### src/rtl/framebuffer_pixel_access_unit_macros.svh
// Assertion macros shared by the framebuffer pixel access unit RTL.
// Depends on nothing; included by files that carry concurrent assertions.
`ifndef FRAMEBUFFER_PIXEL_ACCESS_UNIT_MACROS_SVH
`define FRAMEBUFFER_PIXEL_ACCESS_UNIT_MACROS_SVH

// Same-cycle implication, disabled while reset is asserted.
`define FPAU_ASSERT_IMPL(label, clk, rst_n, ante, cons) \
    label: assert property (@(posedge clk) disable iff (!rst_n) (ante) |-> (cons)) \
        else $error("fpau assertion failed");

// Next-cycle implication, disabled while reset is asserted.
`define FPAU_ASSERT_NEXT(label, clk, rst_n, ante, cons) \
    label: assert property (@(posedge clk) disable iff (!rst_n) (ante) |=> (cons)) \
        else $error("fpau assertion failed");

`endif

### src/rtl/fpau_pkg.sv
// Package for the framebuffer pixel access unit: codes, field widths and shared types.
// Depends on nothing; used by fpau_codec and framebuffer_pixel_access_unit.
`timescale 1ns / 1ps
`default_nettype none

package fpau_pkg;

    // Opcodes carried on the input tuser.
    localparam logic [2:0] OP_READ_COLOR    = 3'd0;
    localparam logic [2:0] OP_WRITE_COLOR   = 3'd1;
    localparam logic [2:0] OP_READ_DEPTH    = 3'd2;
    localparam logic [2:0] OP_WRITE_DEPTH   = 3'd3;
    localparam logic [2:0] OP_READ_STENCIL  = 3'd4;
    localparam logic [2:0] OP_WRITE_STENCIL = 3'd5;

    // Color formats.
    localparam logic [2:0] CF_RGB565   = 3'd0;
    localparam logic [2:0] CF_RGBA4444 = 3'd1;
    localparam logic [2:0] CF_RGBA5551 = 3'd2;
    localparam logic [2:0] CF_RGB888   = 3'd3;
    localparam logic [2:0] CF_RGBA8888 = 3'd4;

    // Depth formats.
    localparam logic [1:0] DF_DEPTH16 = 2'd0;
    localparam logic [1:0] DF_DEPTH24 = 2'd1;
    localparam logic [1:0] DF_DEPTH32 = 2'd2;

    // Stencil formats.
    localparam logic [1:0] SF_ONE_BIT    = 2'd0;
    localparam logic [1:0] SF_FOUR_BITS  = 2'd1;
    localparam logic [1:0] SF_EIGHT_BITS = 2'd2;

    // Configuration register indexes.
    localparam logic [1:0] CFG_SURFACE_WIDTH  = 2'd0;
    localparam logic [1:0] CFG_COLOR_FORMAT   = 2'd1;
    localparam logic [1:0] CFG_DEPTH_FORMAT   = 2'd2;
    localparam logic [1:0] CFG_STENCIL_FORMAT = 2'd3;

    // Reset values of the configuration registers.
    localparam logic [8:0] RST_SURFACE_WIDTH  = 9'd256;
    localparam logic [2:0] RST_COLOR_FORMAT   = CF_RGBA8888;
    localparam logic [1:0] RST_DEPTH_FORMAT   = DF_DEPTH16;
    localparam logic [1:0] RST_STENCIL_FORMAT = SF_EIGHT_BITS;

    // Port widths.
    localparam int IN_TDATA_W  = 88;
    localparam int OUT_TDATA_W = 72;
    localparam int CFG_DATA_W  = 9;

    typedef struct packed {
        logic [8:0] surface_width;
        logic [2:0] color_format;
        logic [1:0] depth_format;
        logic [1:0] stencil_format;
    } fpau_cfg_t;

    typedef struct packed {
        logic [2:0]  opcode;
        logic [7:0]  x_coord;
        logic [7:0]  y_coord;
        logic [7:0]  in_red;
        logic [7:0]  in_green;
        logic [7:0]  in_blue;
        logic [7:0]  in_alpha;
        logic [31:0] in_depth;
        logic [7:0]  in_stencil;
    } fpau_item_t;

    typedef struct packed {
        logic [7:0]  out_red;
        logic [7:0]  out_green;
        logic [7:0]  out_blue;
        logic [7:0]  out_alpha;
        logic [31:0] out_depth;
        logic [7:0]  out_stencil;
    } fpau_result_t;

    // Write requests from the format codec toward the stores.
    typedef struct packed {
        logic        color_we;
        logic [31:0] color_wdata;
        logic        depth_we;
        logic [31:0] depth_wdata;
        logic        stencil_we;
        logic [7:0]  stencil_wdata;
        logic        has_result;
    } fpau_wr_t;

endpackage

`default_nettype wire

### src/rtl/fpau_codec.sv
// Format codec: packs write data and unpacks stored words for color, depth and stencil.
// Depends on fpau_pkg.
`timescale 1ns / 1ps
`default_nettype none

module fpau_codec (
    input  fpau_pkg::fpau_cfg_t    cfg,
    input  fpau_pkg::fpau_item_t   item,
    input  logic [2:0]             pix_sub,
    input  logic [31:0]            color_word,
    input  logic [31:0]            depth_word,
    input  logic [7:0]             stencil_byte,
    output fpau_pkg::fpau_result_t result,
    output fpau_pkg::fpau_wr_t     wr
);
    import fpau_pkg::*;

    logic [15:0] half;
    logic [31:0] depth_mask;
    logic [31:0] color_packed;
    logic        color_known;

    assign half = color_word[15:0];

    // Depth mask by format; an unknown format masks everything away.
    always_comb
    begin
        case (cfg.depth_format)
            DF_DEPTH16: depth_mask = 32'h0000_FFFF;
            DF_DEPTH24: depth_mask = 32'h00FF_FFFF;
            DF_DEPTH32: depth_mask = 32'hFFFF_FFFF;
            default:    depth_mask = 32'h0000_0000;
        endcase
    end

    // Color packing of the write data.
    always_comb
    begin
        color_known = 1'b1;
        case (cfg.color_format)
            CF_RGB565:
                color_packed = {16'h0000, item.in_red[7:3], item.in_green[7:2],
                                item.in_blue[7:3]};
            CF_RGBA4444:
                color_packed = {16'h0000, item.in_red[7:4], item.in_green[7:4],
                                item.in_blue[7:4], item.in_alpha[7:4]};
            CF_RGBA5551:
                color_packed = {16'h0000, item.in_red[7:3], item.in_green[7:3],
                                item.in_blue[7:3], item.in_alpha[7]};
            CF_RGB888:
                color_packed = {item.in_red, item.in_green, item.in_blue, 8'h00};
            CF_RGBA8888:
                color_packed = {item.in_red, item.in_green, item.in_blue, item.in_alpha};
            default:
            begin
                color_packed = 32'h0000_0000;
                color_known  = 1'b0;
            end
        endcase
    end

    // Result for read opcodes; fields the opcode does not produce stay zero.
    always_comb
    begin
        result = '0;
        case (item.opcode)
            OP_READ_COLOR:
            begin
                case (cfg.color_format)
                    CF_RGB565:
                    begin
                        result.out_red   = {half[15:11], half[15:13]};
                        result.out_green = {half[10:5], half[10:9]};
                        result.out_blue  = {half[4:0], half[4:2]};
                        result.out_alpha = 8'hFF;
                    end
                    CF_RGBA4444:
                    begin
                        result.out_red   = {half[15:12], half[15:12]};
                        result.out_green = {half[11:8], half[11:8]};
                        result.out_blue  = {half[7:4], half[7:4]};
                        result.out_alpha = {half[3:0], half[3:0]};
                    end
                    CF_RGBA5551:
                    begin
                        result.out_red   = {half[15:11], half[15:13]};
                        result.out_green = {half[10:6], half[10:8]};
                        result.out_blue  = {half[5:1], half[5:3]};
                        result.out_alpha = {8{half[0]}};
                    end
                    CF_RGB888:
                    begin
                        result.out_red   = color_word[31:24];
                        result.out_green = color_word[23:16];
                        result.out_blue  = color_word[15:8];
                        result.out_alpha = 8'hFF;
                    end
                    CF_RGBA8888:
                    begin
                        result.out_red   = color_word[31:24];
                        result.out_green = color_word[23:16];
                        result.out_blue  = color_word[15:8];
                        result.out_alpha = color_word[7:0];
                    end
                    default:
                    begin
                        result.out_red = 8'h00;
                    end
                endcase
            end
            OP_READ_DEPTH:
            begin
                result.out_depth = depth_word & depth_mask;
            end
            OP_READ_STENCIL:
            begin
                case (cfg.stencil_format)
                    SF_ONE_BIT:    result.out_stencil = {7'b0000000, stencil_byte[pix_sub]};
                    SF_FOUR_BITS:  result.out_stencil = pix_sub[0] ?
                                       {4'h0, stencil_byte[7:4]} : {4'h0, stencil_byte[3:0]};
                    SF_EIGHT_BITS: result.out_stencil = stencil_byte;
                    default:       result.out_stencil = 8'h00;
                endcase
            end
            default:
            begin
                result.out_stencil = 8'h00;
            end
        endcase
    end

    // Write requests; stencil writes merge into the byte that was read.
    always_comb
    begin
        wr               = '0;
        wr.color_wdata   = color_packed;
        wr.depth_wdata   = item.in_depth & depth_mask;
        wr.stencil_wdata = stencil_byte;
        case (item.opcode)
            OP_READ_COLOR, OP_READ_DEPTH, OP_READ_STENCIL:
            begin
                wr.has_result = 1'b1;
            end
            OP_WRITE_COLOR:
            begin
                wr.color_we = color_known;
            end
            OP_WRITE_DEPTH:
            begin
                // Only a known depth format has a nonzero mask.
                wr.depth_we = (depth_mask != 32'h0000_0000);
            end
            OP_WRITE_STENCIL:
            begin
                case (cfg.stencil_format)
                    SF_ONE_BIT:
                    begin
                        wr.stencil_we             = 1'b1;
                        wr.stencil_wdata[pix_sub] = item.in_stencil[0];
                    end
                    SF_FOUR_BITS:
                    begin
                        wr.stencil_we = 1'b1;
                        if (pix_sub[0])
                        begin
                            wr.stencil_wdata[7:4] = item.in_stencil[3:0];
                        end
                        else
                        begin
                            wr.stencil_wdata[3:0] = item.in_stencil[3:0];
                        end
                    end
                    SF_EIGHT_BITS:
                    begin
                        wr.stencil_we    = 1'b1;
                        wr.stencil_wdata = item.in_stencil;
                    end
                    default:
                    begin
                        wr.stencil_we = 1'b0;
                    end
                endcase
            end
            default:
            begin
                wr.has_result = 1'b0;
            end
        endcase
    end

endmodule

`default_nettype wire

### config.mk
export PLATFORM = sky130hd
export DESIGN_NAME = fpau_codec
export DESIGN_NICKNAME = d
export VERILOG_FILES = /design/src/rtl/framebuffer_pixel_access_unit_macros.svh /design/src/rtl/fpau_pkg.sv /design/src/rtl/fpau_codec.sv
export SDC_FILE = /design/constraint.sdc
export NUM_CORES = 1
export LEC_CHECK = 0
export BUFFER_PORTS_ARGS = -buffer_cell sky130_fd_sc_hd__buf_4
export CORE_AREA = 2 2 128 130
export DETAILED_ROUTE_END_ITERATION = 7
export DIE_AREA = 0 0 130 132
export GPL_ROUTABILITY_DRIVEN = 0
export PLACE_DENSITY = 0.47
export SYNTH_ARGS = -nofsm -noshare
export SYNTH_HDL_FRONTEND = slang
export SYNTH_SLANG_ARGS = --single-unit
### constraint.sdc
create_clock -name vclk -period 1.6
set_input_delay 0.32 -clock vclk [all_inputs]
set_output_delay 0.32 -clock vclk [all_outputs]
set_load 0.02 [all_outputs]
==> summary.txt <==
CLK BUF -> 0
Synth Net Count -> 655
Crit path DAT -> 1.44 ns
MaxCap Viol Count -> 0
Core Region -> 15700 um2
First-pass detailed-route iteration total -> 4
Post-synth top area share -> 13.8%
Crit path cell chain -> buf_12, buf_6, nand2b_4, a211o_1, buf_6, a31oi_4, buf_6
Failing checks -> setup timing
Final nets -> 1042
Final slew viol count -> 0
Distinct cells, synth -> 47
Crit Path Max Fanout -> 8
Reg area -> 0 um2
CP bufs+invs -> 4
Global-route wire length before repair -> 27200 um
Rows -> 46
Die H -> 132 um
Sequential-to-total area share from yosys stat -> 0%
Routed wire per std cell -> 17.4 um
Outcome -> finished with violations
Slew Limit Headroom -> 81.2%
Hold slack -> 0.930 ns
Worst EP required -> 1.28 ns
GRT Total Usage -> 19.4%
Syn Area/Cell -> 5.85 um2
Max Freq -> 568 MHz
Seq cells -> 0
Final HPWL DP -> 13900 um
Post-synth top area cell -> and2_1
Routed WL -> 18700 um
Pwr Total -> 0.00217 W
Final Hold Vio Count -> 0
Hold-fix buffers, CTS -> 0
DR vias -> 4970
Ranking of synthesized cells by area -> and2_1, nor2b_1, a21oi_1
DRC viols -> 0
# port buffers -> 305
CP startpoint kind -> primary input
Final setup fails -> 69
Area grow syn2layout -> 194%
Worst Hold Class -> primary input to primary output
Share of cells above drive strength 1 -> 74.3%
WP depth -> 7
Worst Setup Path Type -> primary input to primary output
Slowest stage cell, crit path -> a211o_1
Post-Syn Area -> 2760 um2
Max IR drop VDD -> 0.000115 V
DR vias/cell -> 4.64
Top delay family on crit path -> buffers and inverters
Ys Warns -> 0
Final Critical Period -> 1.76 ns
Post-Layout Cell Count -> 1072
Pin count of the biggest net entering global routing -> 18
Syn Inst Count -> 471
I/O Pins -> 330
GRT overflow -> 0
Leak Pwr -> 3.72 nW
PD cells -> 268 nW/um2
Initial antenna violation count -> 0
CP endpoint kind -> primary output
Actual slew at the worst max-slew pin -> 0.281 ns
Iteration-0 DRC Markers -> 176
Routed Antenna Nets -> 0
DIE WIDTH -> 130 um
RSZ-0062 raised after global routing -> yes
Starting density of the core -> 17.5%
Placed cells -> 1031
Antenna diodes -> 0
CP max stage delay -> 0.33 ns
Number of global-route vias before repair -> 4985
Cell mode on critical path -> buf_6
Fin crit share -> 110%
Hold path depth -> 4
Final worst slack -> -0.159 ns
DIE AREA -> 17200 um2
layer usage:
metal / routed length (um) / vias to the layer above / GRT usage (%)
li1: - / 2419 / -
met1: 7800 / 2375 / 25.7
met2: 9810 / 160 / 35.4
met3: 836 / 16 / 1.34
met4: 212 / 0 / 1.55
met5: 0 / - / 0
where the power goes:
part	switching, W	total, W	internal, W
Sequential	0	0	0
Clock	0	0	0
Combinational	0.00103	0.00217	0.00115
through the flow:
stage          TNS, ns  setup slack (ns)  instance area [um2]  util, %
2_1_floorplan    -5.95            -0.229                 3040        -
3_3_place_gp    -15.34            -0.274                 6050     38.5
3_5_place_dp    -16.01            -0.287                 6050     38.5
4_1_cts          -6.15            -0.158                 7550     48.1
5_1_grt          -9.50            -0.215                 8100     51.6
6_report         -5.43            -0.159                 8100     51.6
final timing paths:
kind / startpoint / to / slack (ns)
hold / removal: item[43] / wr[46] / 0.93
setup / recovery: cfg[5] / result[55] / -0.16
kinds of logic after synthesis:
kind of cell             count (synthesis)  share of synthesized area, %
multiplexers                            26                          9.53
buffers and inverters                   40                          7.26
AND/OR/NAND/NOR                        252                          49.1
adder cells (fa/ha/maj)                  2                         0.908
AO/OA/AOI/OAI                          151                          33.2
area by class of cell:
| cell class | count | area (um2) |
|---|---|---|
| inverter | 4 | 17.5 |
| timing repair buffer | 420 | 4070 |
| tap | 216 | 270 |
| multi-input combinational | 432 | 3740 |
| fill | 1503 | 7610 |
what timing repair did:
item | in CTS | in global routing
pin swaps | 90 | 55
gates cloned | 11 | 3
setup endpoints to repair | 109 | 114
setup buffers | 26 | 12
gates resized for setup | 294 | 122
Yosys cell counts, types with 3 or more instances:
cell	count
a211o_1	7
a211oi_1	16
a21oi_1	62
a31oi_1	7
and2_1	61
buf_2	15
buf_6	3
clkbuf_1	13
inv_1	4
mux2i_1	24
nand2_1	50
nand2b_1	18
nand3_1	3
nand4_1	3
nor2_1	49
nor2b_1	53
o21a_1	7
o21ai_0	30
o22a_1	4
o22ai_1	5
layout by cell type (no fill, tap or decap), drive strengths merged:
| master | count |
|---|---|
| buf | 417 |
| a21oi | 63 |
| and2 | 61 |
| nor2b | 53 |
| nand2 | 50 |
| nor2 | 49 |
| o21ai | 31 |
| mux2i | 24 |
| nand2b | 18 |
| a211oi | 16 |
| a211o | 7 |
| o21a | 7 |
| a31oi | 7 |
| o22ai | 5 |
| o22a | 4 |
| inv | 4 |
| nand3 | 4 |
| nand4 | 3 |
| clkbuf | 3 |
| nor3b | 3 |
| o21bai | 2 |
| and2b | 2 |
| a32o | 2 |
| a21o | 2 |
| ha | 2 |
| or2 | 2 |
| and3 | 2 |
| mux2 | 2 |
| nand3b | 1 |
| o31ai | 1 |
| a21boi | 1 |
| a32oi | 1 |
| nor4b | 1 |
| nor3 | 1 |
| o311ai | 1 |
| a22o | 1 |
| nor4 | 1 |
| o21ba | 1 |
| nor4bb | 1 |
Power figures use the tool's default switching activity.
